[src/rtl/ccs_pkg.sv]
// ----------------------------------------------------------------------------
// ccs_pkg
// Shared types and codes for the capacitor charge sequencer.
// ----------------------------------------------------------------------------
package ccs_pkg;

    localparam int unsigned VOLT_W  = 16;
    localparam int unsigned TIMER_W = 16;
    localparam int unsigned ADDR_W  = 5;
    localparam int unsigned DATA_W  = 32;

    // controller phases
    typedef enum logic [2:0] {
        PH_INIT        = 3'd0,
        PH_IDLE        = 3'd1,
        PH_CHARGING    = 3'd2,
        PH_CHARGED     = 3'd3,
        PH_DISCHARGING = 3'd4
    } phase_t;

    // host command codes, code 3 acts as none
    localparam logic [1:0] CMD_NONE      = 2'd0;
    localparam logic [1:0] CMD_CHARGE    = 2'd1;
    localparam logic [1:0] CMD_DISCHARGE = 2'd2;

    // register indexes
    localparam logic [2:0] REG_TARGET      = 3'd0;
    localparam logic [2:0] REG_BAND        = 3'd1;
    localparam logic [2:0] REG_CHARGE_TIME = 3'd2;
    localparam logic [2:0] REG_HOLD_TIME   = 3'd3;
    localparam logic [2:0] REG_SAFE        = 3'd4;

    typedef struct packed {
        logic [VOLT_W-1:0]  target_voltage;
        logic [VOLT_W-1:0]  band_half_width;
        logic [TIMER_W-1:0] charge_time_limit;
        logic [TIMER_W-1:0] hold_time_limit;
        logic [VOLT_W-1:0]  safe_voltage;
    } cfg_t;

    typedef struct packed {
        phase_t             phase;
        logic               supply;
        logic               relay;
        logic [TIMER_W-1:0] timer_count;
        logic               timer_armed;
        logic               timeout_pending;
    } state_t;

endpackage

[src/rtl/ccs_apb_regs.sv]
// ----------------------------------------------------------------------------
// ccs_apb_regs
// APB register bank holding the sequencer thresholds and time limits.
// ----------------------------------------------------------------------------
module ccs_apb_regs
    import ccs_pkg::*;
(
    input  logic              clk,
    input  logic              rst_n,
    input  logic              psel,
    input  logic              penable,
    input  logic              pwrite,
    input  logic [ADDR_W-1:0] paddr,
    input  logic [DATA_W-1:0] pwdata,
    output logic [DATA_W-1:0] prdata,
    output logic              pready,
    output cfg_t              cfg
);

    cfg_t       cfg_reg;
    logic       wr_en;
    logic [2:0] reg_idx;

    assign pready  = 1'b1;
    assign reg_idx = paddr[ADDR_W-1:2];
    assign wr_en   = psel && penable && pwrite && pready;

    always_ff @(posedge clk or negedge rst_n)
    begin
        if (!rst_n)
        begin
            cfg_reg.target_voltage    <= '0;
            cfg_reg.band_half_width   <= '0;
            cfg_reg.charge_time_limit <= '1;
            cfg_reg.hold_time_limit   <= '1;
            cfg_reg.safe_voltage      <= '0;
        end
        else if (wr_en)
        begin
            case (reg_idx)
                REG_TARGET:      cfg_reg.target_voltage    <= pwdata[VOLT_W-1:0];
                REG_BAND:        cfg_reg.band_half_width   <= pwdata[VOLT_W-1:0];
                REG_CHARGE_TIME: cfg_reg.charge_time_limit <= pwdata[TIMER_W-1:0];
                REG_HOLD_TIME:   cfg_reg.hold_time_limit   <= pwdata[TIMER_W-1:0];
                REG_SAFE:        cfg_reg.safe_voltage      <= pwdata[VOLT_W-1:0];
                default:         ;
            endcase
        end
    end

    always_comb
    begin
        case (reg_idx)
            REG_TARGET:      prdata = {{(DATA_W-VOLT_W){1'b0}}, cfg_reg.target_voltage};
            REG_BAND:        prdata = {{(DATA_W-VOLT_W){1'b0}}, cfg_reg.band_half_width};
            REG_CHARGE_TIME: prdata = {{(DATA_W-TIMER_W){1'b0}}, cfg_reg.charge_time_limit};
            REG_HOLD_TIME:   prdata = {{(DATA_W-TIMER_W){1'b0}}, cfg_reg.hold_time_limit};
            REG_SAFE:        prdata = {{(DATA_W-VOLT_W){1'b0}}, cfg_reg.safe_voltage};
            default:         prdata = '0;
        endcase
    end

    assign cfg = cfg_reg;

endmodule

[src/rtl/ccs_step_logic.sv]
// ----------------------------------------------------------------------------
// ccs_step_logic
// Next-state logic for one controller step: timer, phase action and exits.
// ----------------------------------------------------------------------------
module ccs_step_logic
    import ccs_pkg::*;
(
    input  cfg_t              cfg,
    input  state_t            state_cur,
    input  logic [1:0]        command,
    input  logic [VOLT_W-1:0] capacitor_voltage,
    input  logic              timer_tick,
    output state_t            state_next
);

    logic [VOLT_W:0] volt_plus_band;
    logic [VOLT_W:0] target_ext;
    logic [VOLT_W:0] volt_ext;
    logic [VOLT_W:0] upper_bound;
    logic            below_lo;
    logic            above_lo;
    logic            below_hi;
    logic            above_hi;

    // band tests without a signed lower bound: volt < t-b  <=>  volt+b < t
    assign volt_ext       = {1'b0, capacitor_voltage};
    assign target_ext     = {1'b0, cfg.target_voltage};
    assign volt_plus_band = volt_ext + {1'b0, cfg.band_half_width};
    assign upper_bound    = target_ext + {1'b0, cfg.band_half_width};
    assign below_lo       = volt_plus_band < target_ext;
    assign above_lo       = volt_plus_band > target_ext;
    assign below_hi       = volt_ext < upper_bound;
    assign above_hi       = volt_ext > upper_bound;

    always_comb
    begin
        state_next = state_cur;

        // timer tick first
        if (timer_tick && state_cur.timer_armed)
        begin
            if (state_cur.timer_count <= TIMER_W'(1))
            begin
                state_next.timeout_pending = 1'b1;
                state_next.timer_count     = '0;
                state_next.timer_armed     = 1'b0;
            end
            else
            begin
                state_next.timer_count = state_cur.timer_count - TIMER_W'(1);
            end
        end

        case (state_cur.phase)
            PH_IDLE:
            begin
                state_next.supply = 1'b0;
                state_next.relay  = 1'b0;
                if (command == CMD_CHARGE)
                begin
                    state_next.timer_count = cfg.charge_time_limit;
                    state_next.timer_armed = 1'b1;
                    state_next.phase       = PH_CHARGING;
                end
            end
            PH_CHARGING:
            begin
                if (below_lo)
                begin
                    state_next.supply = 1'b1;
                    state_next.relay  = 1'b1;
                end
                if (above_hi)
                begin
                    state_next.supply = 1'b0;
                    state_next.relay  = 1'b0;
                end
                if (above_lo && below_hi)
                begin
                    state_next.timer_count = cfg.hold_time_limit;
                    state_next.timer_armed = 1'b1;
                    state_next.phase       = PH_CHARGED;
                end
                else
                begin
                    // pending timeout is consumed here
                    if (command == CMD_DISCHARGE || state_next.timeout_pending)
                    begin
                        state_next.timer_count = '0;
                        state_next.timer_armed = 1'b0;
                        state_next.phase       = PH_DISCHARGING;
                    end
                    state_next.timeout_pending = 1'b0;
                end
            end
            PH_CHARGED:
            begin
                state_next.supply = 1'b0;
                state_next.relay  = 1'b1;
                if (command == CMD_DISCHARGE || state_next.timeout_pending)
                begin
                    state_next.timer_count = '0;
                    state_next.timer_armed = 1'b0;
                    state_next.phase       = PH_DISCHARGING;
                end
                state_next.timeout_pending = 1'b0;
            end
            PH_DISCHARGING:
            begin
                state_next.supply = 1'b0;
                state_next.relay  = 1'b0;
                if (capacitor_voltage < cfg.safe_voltage)
                begin
                    state_next.phase = PH_IDLE;
                end
            end
            default:
            begin
                // initial phase and unused codes go idle, latches held
                state_next.phase = PH_IDLE;
            end
        endcase
    end

endmodule

[src/rtl/capacitor_charge_sequencer.sv]
// ----------------------------------------------------------------------------
// capacitor_charge_sequencer
// Capacitor charge controller: one controller step per input item.
// ----------------------------------------------------------------------------
//
//  channel  | handshake            | payload
//  ---------+----------------------+--------------------------------------------
//  input    | in_valid / in_ready  | command, capacitor_voltage, timer_tick
//  output   | out_valid / out_ready| phase, supply_on, relay_open
//  config   | apb psel/penable     | paddr, pwdata, prdata (5 regs at 4*i)
//
//  one item per clock sustained while the output is not stalled; an item's
//  result reaches the output through the input register, then step logic
//  into the result register
//  the controller state is updated in the same cycle the result is registered,
//  so consecutive items see each other's state with no gap
//  reset: state returns to the initial phase, latches and timer cleared,
//  limits set to full scale, thresholds to zero
//  a stalled output holds the result register and backs up into the input
//  register; in_ready stays high while either register can move
// ----------------------------------------------------------------------------
module capacitor_charge_sequencer
    import ccs_pkg::*;
(
    input  logic              clk,
    input  logic              rst_n,
    // input item channel
    input  logic              in_valid,
    output logic              in_ready,
    input  logic [1:0]        command,
    input  logic [VOLT_W-1:0] capacitor_voltage,
    input  logic              timer_tick,
    // result item channel
    output logic              out_valid,
    input  logic              out_ready,
    output logic [2:0]        phase,
    output logic              supply_on,
    output logic              relay_open,
    // configuration port
    input  logic              psel,
    input  logic              penable,
    input  logic              pwrite,
    input  logic [ADDR_W-1:0] paddr,
    input  logic [DATA_W-1:0] pwdata,
    output logic [DATA_W-1:0] prdata,
    output logic              pready
);

    cfg_t              cfg;
    state_t            state_reg;
    state_t            state_next;

    // input register
    logic              in_valid_reg;
    logic [1:0]        command_reg;
    logic [VOLT_W-1:0] voltage_reg;
    logic              tick_reg;

    // result register
    logic              out_valid_reg;
    logic [2:0]        phase_out_reg;
    logic              supply_out_reg;
    logic              relay_out_reg;

    logic              advance;

    // step fires when the result register is free or being emptied
    assign advance  = !out_valid_reg || out_ready;
    assign in_ready = !in_valid_reg || advance;

    ccs_apb_regs u_regs (
        .clk     (clk),
        .rst_n   (rst_n),
        .psel    (psel),
        .penable (penable),
        .pwrite  (pwrite),
        .paddr   (paddr),
        .pwdata  (pwdata),
        .prdata  (prdata),
        .pready  (pready),
        .cfg     (cfg)
    );

    ccs_step_logic u_step (
        .cfg               (cfg),
        .state_cur         (state_reg),
        .command           (command_reg),
        .capacitor_voltage (voltage_reg),
        .timer_tick        (tick_reg),
        .state_next        (state_next)
    );

    // handshake control
    always_ff @(posedge clk or negedge rst_n)
    begin
        if (!rst_n)
        begin
            in_valid_reg  <= 1'b0;
            out_valid_reg <= 1'b0;
        end
        else
        begin
            if (in_ready)
            begin
                in_valid_reg <= in_valid;
            end
            if (advance)
            begin
                out_valid_reg <= in_valid_reg;
            end
        end
    end

    // controller state, updated once per stepped item
    always_ff @(posedge clk or negedge rst_n)
    begin
        if (!rst_n)
        begin
            state_reg.phase           <= PH_INIT;
            state_reg.supply          <= 1'b0;
            state_reg.relay           <= 1'b0;
            state_reg.timer_count     <= '0;
            state_reg.timer_armed     <= 1'b0;
            state_reg.timeout_pending <= 1'b0;
        end
        else if (advance && in_valid_reg)
        begin
            state_reg <= state_next;
        end
    end

    // payload registers
    always_ff @(posedge clk)
    begin
        if (in_ready && in_valid)
        begin
            command_reg <= command;
            voltage_reg <= capacitor_voltage;
            tick_reg    <= timer_tick;
        end
        if (advance && in_valid_reg)
        begin
            phase_out_reg  <= state_next.phase;
            supply_out_reg <= state_next.supply;
            relay_out_reg  <= state_next.relay;
        end
    end

    assign out_valid  = out_valid_reg;
    assign phase      = phase_out_reg;
    assign supply_on  = supply_out_reg;
    assign relay_open = relay_out_reg;

endmodule
[config.mk]
export PLATFORM = sky130hd
export DESIGN_NAME = capacitor_charge_sequencer
export DESIGN_NICKNAME = d
export VERILOG_FILES = /design/src/rtl/ccs_pkg.sv /design/src/rtl/ccs_apb_regs.sv /design/src/rtl/ccs_step_logic.sv /design/src/rtl/capacitor_charge_sequencer.sv
export SDC_FILE = /design/constraint.sdc
export NUM_CORES = 1
export LEC_CHECK = 0
export ABC_AREA = 1
export BUFFER_PORTS_ARGS = -buffer_cell sky130_fd_sc_hd__buf_2
export CORE_MARGIN = 3
export CORE_UTILIZATION = 42
export DETAILED_ROUTE_END_ITERATION = 10
export PLACE_DENSITY = 0.66
export SYNTH_ARGS = -nofsm -noshare
export SYNTH_HDL_FRONTEND = slang
export SYNTH_SLANG_ARGS = --single-unit
[constraint.sdc]
create_clock -name clk -period 4.1 [get_ports clk]
set_input_delay 0.41 -clock clk [delete_from_list [all_inputs] [get_ports clk]]
set_output_delay 0.41 -clock clk [all_outputs]
set_load 0.01 [all_outputs]
Word level (Yosys, flattened, before mapping)
Cells that the tools add are included.

word-level totals
  register bits after elaboration = 129

operators by class
  equal/unequal tests = 10
  magnitude comparators = 6
  $add $sub $neg = 3
  reduce and logical (&&, ||, !) cells = 18
  multiplexer cells = 18

operator list
  cell                   count
  $pmux 16 s5            1
  $mux 17                3
  $pmux 17 s3            1
  $add 16x16->17         2
  $mux 18                1
  $gt 16x17->1           1
  $gt 17x16->1           1
  $lt 16x17->1           1
  $lt 17x16->1           1
  $le 16x1->1 const B    1
  $lt 16x16->1           1
  $mux 16                1
  $sub 16x1->16 const B  1
  $eq 3x2->1 const B     4
  $mux 3                 4
  $pmux 3 s4             1
  $reduce_and 2->1       5
  $eq 3x1->1 const B     2
  $eq 3x3->1 const B     2
  $logic_and 1x1->1      6
  $mux 2                 3
  $pmux 2 s3             1
  $logic_not 3->1        1
  $logic_or 1x1->1       3
  6 further kinds        7

Logic depth before layout (Yosys ltp)
Gate-level depths: netlist (run 1).

  word-level depth = 7
  mapped depth = 28
  gate-level depth less buffers = 27

Modules after synthesis
Synthesis (run 1) repeated with hierarchy kept, for this count alone.

unflattened totals
  cell total of the unflattened synthesis = 1349
  area total of the unflattened synthesis = 9885.7 um^2

by module, submodules not included
  module                      area each (um^2)  times used  cells each
  ccs_step_logic              4159.0            1           725
  ccs_apb_regs                3973.8            1           490
  capacitor_charge_sequencer  1752.9            1           134

Worst setup path before layout (run 1)
OpenSTA, ideal clock, no wires.

  kind = register -> register
  start point = register u_regs.cfg_reg (netlist bit u_regs.cfg[49])
  end point = register state_reg[16] (netlist bit)
  data arrival time = 3472 ps
  buffers on the path = 1
  path slack = 512 ps
  required time = 3983 ps
  period minus slack after synthesis = 3588 ps
  stages on the path, launching flop included = 25
  library setup time = 117 ps
  cells stage by stage = dfrtp_1 inv_1 fa_1 inv_1 nand3_1 nand2_2 nand3_2 o21ai_2 inv_1 o21ai_0 a31oi_1 xnor2_1 ha_1 nand2_1 nor4_1 nand2_1 nor2_1 nand3_2 nand3_4 buf_6 nand2_2 nand3_1 nand2_1 nand2_1 nand2_1

between the ends
  longest elaborated chain between the ends = 5
  elaborated cells on any way between the ends = 7
  those cells by class = 2 x add/sub; 2 x order compare; 2 x mux; 1 x reduce/logical

RTL lines
  item                                          RTL line                                    source
  from (decl)                                   ccs_apb_regs.sv:20                          cfg_t cfg_reg;
  $add 16x16->17, on equally long branches      ccs_step_logic.sv:28, ccs_step_logic.sv:29
  $gt 17x16->1 or $lt 16x17->1 (tied branches)  ccs_step_logic.sv:31, ccs_step_logic.sv:32
  $logic_and 1x1->1 (*)                         ccs_step_logic.sv:78                        if (above_lo && below_hi)
  $mux 17 (*)                                   ccs_step_logic.sv:78
  $pmux 17 s3 (*)                               ccs_step_logic.sv:54                        case (state_cur.phase)
  to (signal assigned)                          capacitor_charge_sequencer.sv:128           state_reg <= state_next;
  to (decl)                                     capacitor_charge_sequencer.sv:50            state_t state_reg;

Mark *: on every way between the ends. The rest lies on a longest branch, timed or not.
A chain may end at the register's enable or synchronous reset.

==> results.yml, run 1 <==
status:
  status: "finished clean"
logic_synthesis:
  synth-main-ff-cell: "dfrtp_1"
  syn_area_sq_um: 9460
  yosysSeqAreaShare_pct: 35.8
  ys_warn_count: 0
  synthTopCellsByArea: "dfrtp_1, nand2_1, ha_1"
  synth_largest_area_cell: "dfrtp_1"
  synth-seq-cells: 129
  yosysUniqueCellTypes: 45
  netlist.area_leader.share_pct: 19.3
  avgSynthCellArea_sq_um: 7.51
  synthArstFlopShare_pct: 81.4
  synth_edf_count: 24
  syn_inst: 1260
layout:
  final_area_sq_um: 10900
  fillers: 2122
  drive_gt1_share_pct: 15.5
  area_growth_pct: 14.8
  final_cell_mix: "nand2_1, inv_1, o21ai_0"
  instances_no_fill: 1628
  num-nets-final: 1481
  largest_reg_flops: 80
  multi_input_area_sq_um: 5330
  final_common_cell: "nand2_1"
  ff_latch_area_sq_um: 3390
  diodes: 0
timing:
  fin_crit_sh_pct: 93.2
  fin_worst_skew_ps: 8.57
  setup_tns_ps: 0
  max_slew_margin_pct: 22.6
  final-hold-violation-count: 0
  setup_slack_ps: 277
  fin_crit_ps: 3820
  finalMaxSlewViolations: 0
  worst_pin_slew_ps: 1160
  finalSetupViolCount: 0
  max_freq_mhz: 262
critical_path:
  worstPathMaxFanout: 8
  critPathLaunch: "u_regs.cfg[64]"
  arrival_ps: 4160
  start_kind: "flip-flop"
  worst_ep_required_time_ps: 4430
  reg2regPathDepth: 21
  slowest_stage: "dfrtp_1"
  cp_cell_sequence: "ha_2, fa_1, nand3_1, nand2_1, nand3_1, o21ai_2, a31oi_4, o21ai_2, nand3_1, nand2_1, xor2_1, ha_1, a21o_1, a21oi_2, nand2_1, nand2_4, buf_4, nand4_1, nand3_1, nand2_1, o21ai_0"
  critical-path-max-stage-delay_ps: 420
  reg2reg_from: "u_regs.cfg[64]"
  end_kind: "flip-flop"
  path_class: "flip-flop to flip-flop"
power_and_ir_drop:
  power_density_nw_per_um2: 641
  pwr-share-comb_pct: 47.6
  fin_total_pwr_w: 0.00696
  seq_power_share_pct: 28.0
  clkPwrFrac_pct: 24.3
  p_int_w: 0.00397
  ir_worst_vdd_v: 0.000338
  switching_share_pct: 43.0
  p_leak_nw: 5.32
  switchingPower_w: 0.00299
route:
  wl_per_cell_um: 16.1
  vias: 8580
  via_per_inst: 5.27
  drc: 0
  drt-initial-drc-count: 685
  wirelength_um: 26200
  ant_nets: 0
  drtPass1Iterations: 5
global_route:
  grt_pass1_vias: 8104
  antenna_found_initial: 0
  grt_max_degree: 64
  grt_overflow_total: 0
  grt_pass1_wl_um: 42400
  track_usage_pct: 21.8
place:
  gp_congestion: 0.897
  place_inst: 1593
  dpl.hpwl_um: 19800
  dp_slack_ps: 93.4
  dpl_cell_area_sq_um: 10100
  io_buffer_count: 67
die:
  pin_count: 103
  die_w_um: 156
  die_y_um: 156
  initial_core_util_pct: 43.1
  coreArea_sq_um: 22000
  die_area_sq_um: 24400
  rows: 54
cts:
  clk_pin_slew_ps: 60
  cts-root-buf: "clkbuf_16"
  cts_tree: "done"
  cts_num_sinks: 129
  ctsHoldBuffers: 0
  cts_buffer_depth: 2
  h-tree-depth: 4
  clock_latency_ps: 420
  cts_buffers: 17
run:
  maxCapViolCount: 0
worst_hold_path:
  hold_path_class: "input pin to async pin"
## through the flow
step	util [%]	hold WS (ps)
floorplan	-	114
global placement	46.0	465
detailed placement	46.0	473
CTS	49.0	99.6
global route	49.5	129
finish	49.5	61.9
## what timing repair did
action                                  in CTS  in global routing
buffers inserted                             0                  2
gates resized for setup                      0                 19
endpoints found under the setup margin       0                 28
## logic make-up (layout without fill, tap and decap cells)
group           after synthesis  count (layout)  share of synthesized area [%]
compound gates              242             242                           14.6
xor+xnor                     40              40                           3.70
fa+ha+maj                    83              83                           11.1
buf+inv                     211             283                           9.25
flops                       129             129                           35.8
other cells                   2              17                         0.0794
simple gates                553             554                           25.4
## worst max-delay path: cells and delay by family (launching register included)
kind                     cells  cell delay (ps)
buffers and inverters        1              180
XOR/XNOR                     1              160
AO/OA/AOI/OAI                6              960
AND/OR/NAND/NOR             10             1270
adder cells (fa/ha/maj)      3              720
flip-flops                   1              420
## cells in the mapped netlist (17+ instances only)
cell,n
edfxtp_1,24
nor2_1,60
xor2_1,29
nand3_1,64
clkbuf_1,28
dfrtp_1,73
inv_1,153
a21oi_1,72
ha_1,81
buf_4,17
o21ai_0,107
nand2_1,353
dfstp_2,32
nand4_1,19
## per-layer routing
layer / vias to the layer above / track usage, % / wire, um / share of wire [%]
met1: 3969 / 31.8 / 12500 / 48
met2: 281 / 33.0 / 11500 / 44
met3: 34 / 3.63 / 1670 / 6.4
met4: 0 / 6.94 / 515 / 2.0
met5: - / 0 / 0 / 0
li1: 4296 / - / - / -
## final cells by class
| type | count | share of cell area, % |
|---|---|---|
| Multi-Input combinational cell | 936 | 49.1 |
| Clock inverter | 12 | 1.62 |
| Clock buffer | 20 | 4.41 |
| Timing Repair Buffer | 95 | 5.05 |
| Sequential cell | 129 | 31.2 |
| Tap cell | 280 | 3.23 |
| Inverter | 156 | 5.39 |
## power groups by stage
stage / combinational [W] / clock [W] / sequential (W)
floorplan: 0.00240 / 0 / 0.00188
finish: 0.00331 / 0.00169 / 0.00195
detailed placement: 0.00316 / 0 / 0.00196
CTS: 0.00319 / 0.00171 / 0.00195
global placement: 0.00308 / 0 / 0.00196
global route: 0.00378 / 0.00177 / 0.00199
## path summary, 6_finish.rpt
check	endpoint	slack [ps]
min in group clk	voltage_reg[7]	160
setup reg to reg	state_reg[21]	280
max in group asynchronous	u_regs.cfg[12]	3220
hold / removal	state_reg[18]	60
setup / recovery	state_reg[21]	280
hold reg to reg	state_reg[12]	490
Note: power is estimated with default switching activity, not from simulation.
==> run 2, diff against run 1 <==
Settings changed: CORE_ASPECT_RATIO from default to 0.8.
==> run 2 against run 1 <==
  * Cell count up 1.3%
  * Sequential share of layout area up 0.19 points
  * Die area about the same
  * Hold slack improved by 94 ps
  * Clock skew about the same
  * Critical path depth up 1
  * Clock power down 11%
  * Wire length grew 1.9%
  * Sequential power barely moved
  * Via count is 1.5% higher
  * Combinational power hardly changed
  * First-iteration DRC count rose by 23%
  * Largest cell class unchanged
==> results.yml, run 2 (same netlist as run 1, synthesis figures left out) <==
layout:
  fillers: 2163
  final_common_cell: "nand2_1"
  final_cell_mix: "nand2_1, inv_1, o21ai_0"
  num-nets-final: 1482
  largest_reg_flops: 80
  finish.utilization_pct: 49.4
  diodes: 0
  drive_gt1_share_pct: 15.0
  instances_no_fill: 1649
  area_growth_pct: 14.1
power_and_ir_drop:
  p_leak_nw: 5.28
  power_density_nw_per_um2: 627
  fin_total_pwr_w: 0.00676
  ir_worst_vdd_v: 0.000274
cts:
  cts-root-buf: "clkbuf_16"
  cts_tree: "done"
  cts_num_sinks: 129
  clk_pin_slew_ps: 60
  h-tree-depth: 4
  cts_buffers: 17
  cts_buffer_depth: 2
  clock_latency_ps: 430
route:
  drt-initial-drc-count: 845
  drtPass1Iterations: 5
  via_per_inst: 5.28
  ant_nets: 0
  drc: 0
  wl_per_cell_um: 16.2
  vias: 8708
  wirelength_um: 26700
timing:
  max_slew_margin_pct: 22.5
  setup_slack_ps: 256
  final-hold-violation-count: 0
  setup_tns_ps: 0
  finalSetupViolCount: 0
  max_freq_mhz: 260
  fin_crit_ps: 3840
  fin_worst_skew_ps: 8.86
  fin_crit_sh_pct: 93.8
  worst_pin_slew_ps: 1160
  finalMaxSlewViolations: 0
critical_path:
  end_kind: "flip-flop"
  start_kind: "flip-flop"
  worst_ep_required_time_ps: 4390
  reg2reg_from: "u_regs.cfg[48]"
  r2r-end: "state_reg[21]"
  arrival_ps: 4130
  r2r_slack_ps: 260
  worstPathMaxFanout: 5
  path_class: "flip-flop to flip-flop"
  reg2regPathDepth: 22
die:
  die_w_um: 174
  coreArea_sq_um: 21900
  pin_count: 103
  initial_core_util_pct: 43.3
  rows: 48
  die_y_um: 140
  die_area_sq_um: 24400
global_route:
  grt_pass1_wl_um: 42700
  antenna_found_initial: 0
  grt_pass1_vias: 7905
  grt_overflow_total: 0
  track_usage_pct: 21.9
  grt_max_degree: 54
worst_hold_path:
  hold_path_depth: 1
  min_from: "capacitor_voltage[8]"
  holdPathEnd: "voltage_reg[8]"
  hold_path_class: "input pin to flip-flop"
place:
  dpl.hpwl_um: 20400
  place_inst: 1615
  dp_slack_ps: 49.2
  gp_congestion: 0.884
  io_buffer_count: 67
status:
  status: "finished clean"
run:
  maxCapViolCount: 0
## run 2: cell count changes in the layout (fill, tap and decap cells not counted), sizes merged
cell         change
inv              +1
bufinv           -2
clkinv           -1
clkbuf           +2
dlygate4sd3      +1
## run 2: through the flow
step / area, sq um / hold WS, ps
after global routing: 10800 / 141
after floorplan: 9510 / 114
after global placement: 10100 / 344
after CTS: 10700 / 144
final: 10800 / 156
after detailed placement: 10100 / 345
## run 2: timing repair
action                     4_1_cts  5_1_grt
gates resized for setup          0       14
hold buffers                     1        0
setup endpoints to repair        0       27
setup buffers                    0        0
hold endpoints to repair        20        0
## run 2: metal layers
metal | up-vias | share of wire, % | wire (um) | GRT usage [%]
met3 | 19 | 8.0 | 2150 | 3.98
met5 | - | 0 | 0 | 0
li1 | 4308 | - | - | -
met4 | 0 | 0.76 | 202 | 4.27
met2 | 314 | 41 | 10900 | 31.1
met1 | 4067 | 51 | 13500 | 34.5
## run 2: how the worst max path moves through the flow
stage	start	to	slack [ps]	depth (start not counted)
CTS	u_regs.cfg[48]	phase[2]	30	23
detailed placement	u_regs.cfg[48]	phase[2]	50	23
finish	u_regs.cfg[48]	state_reg[21]	260	22
floorplan	u_regs.cfg[49]	state_reg[16]	510	24
global placement	u_regs.cfg[48]	phase[2]	130	23
global route	u_regs.cfg[48]	state_reg[20]	-4	22
## run 2: area by class of cell
cell class                 count  area, sq um  area share (%)
tap                          300          375            3.48
clock buffer                  22          464            4.30
clock inverter                10          108           0.997
timing repair buffer          96          558            5.17
multi-input combinational    936         5310            49.2
sequential                   129         3390            31.4
inverter                     156          586            5.43
## run 2: critical path: stages, from the launching register on
cell,delay [ps]
dfrtp_1,400
ha_1,170
inv_1,70
fa_1,400
inv_1,70
nand3_1,70
nand2_2,120
nand3_2,90
o21ai_4,160
inv_1,70
o21ai_2,150
a31oi_1,150
xnor2_1,150
ha_1,290
nand2_1,110
nor4_1,280
nand2_1,100
nor2_2,150
nand3_4,150
nand4_1,220
nand3_1,170
nand2_1,80
o21ai_0,80
## run 2: power breakdown
group          total [W]  switching (W)  internal [W]
sequential       0.00195       0.000292       0.00165
combinational    0.00331        0.00211       0.00120
clock            0.00151       0.000582      0.000923
total            0.00676        0.00299       0.00378
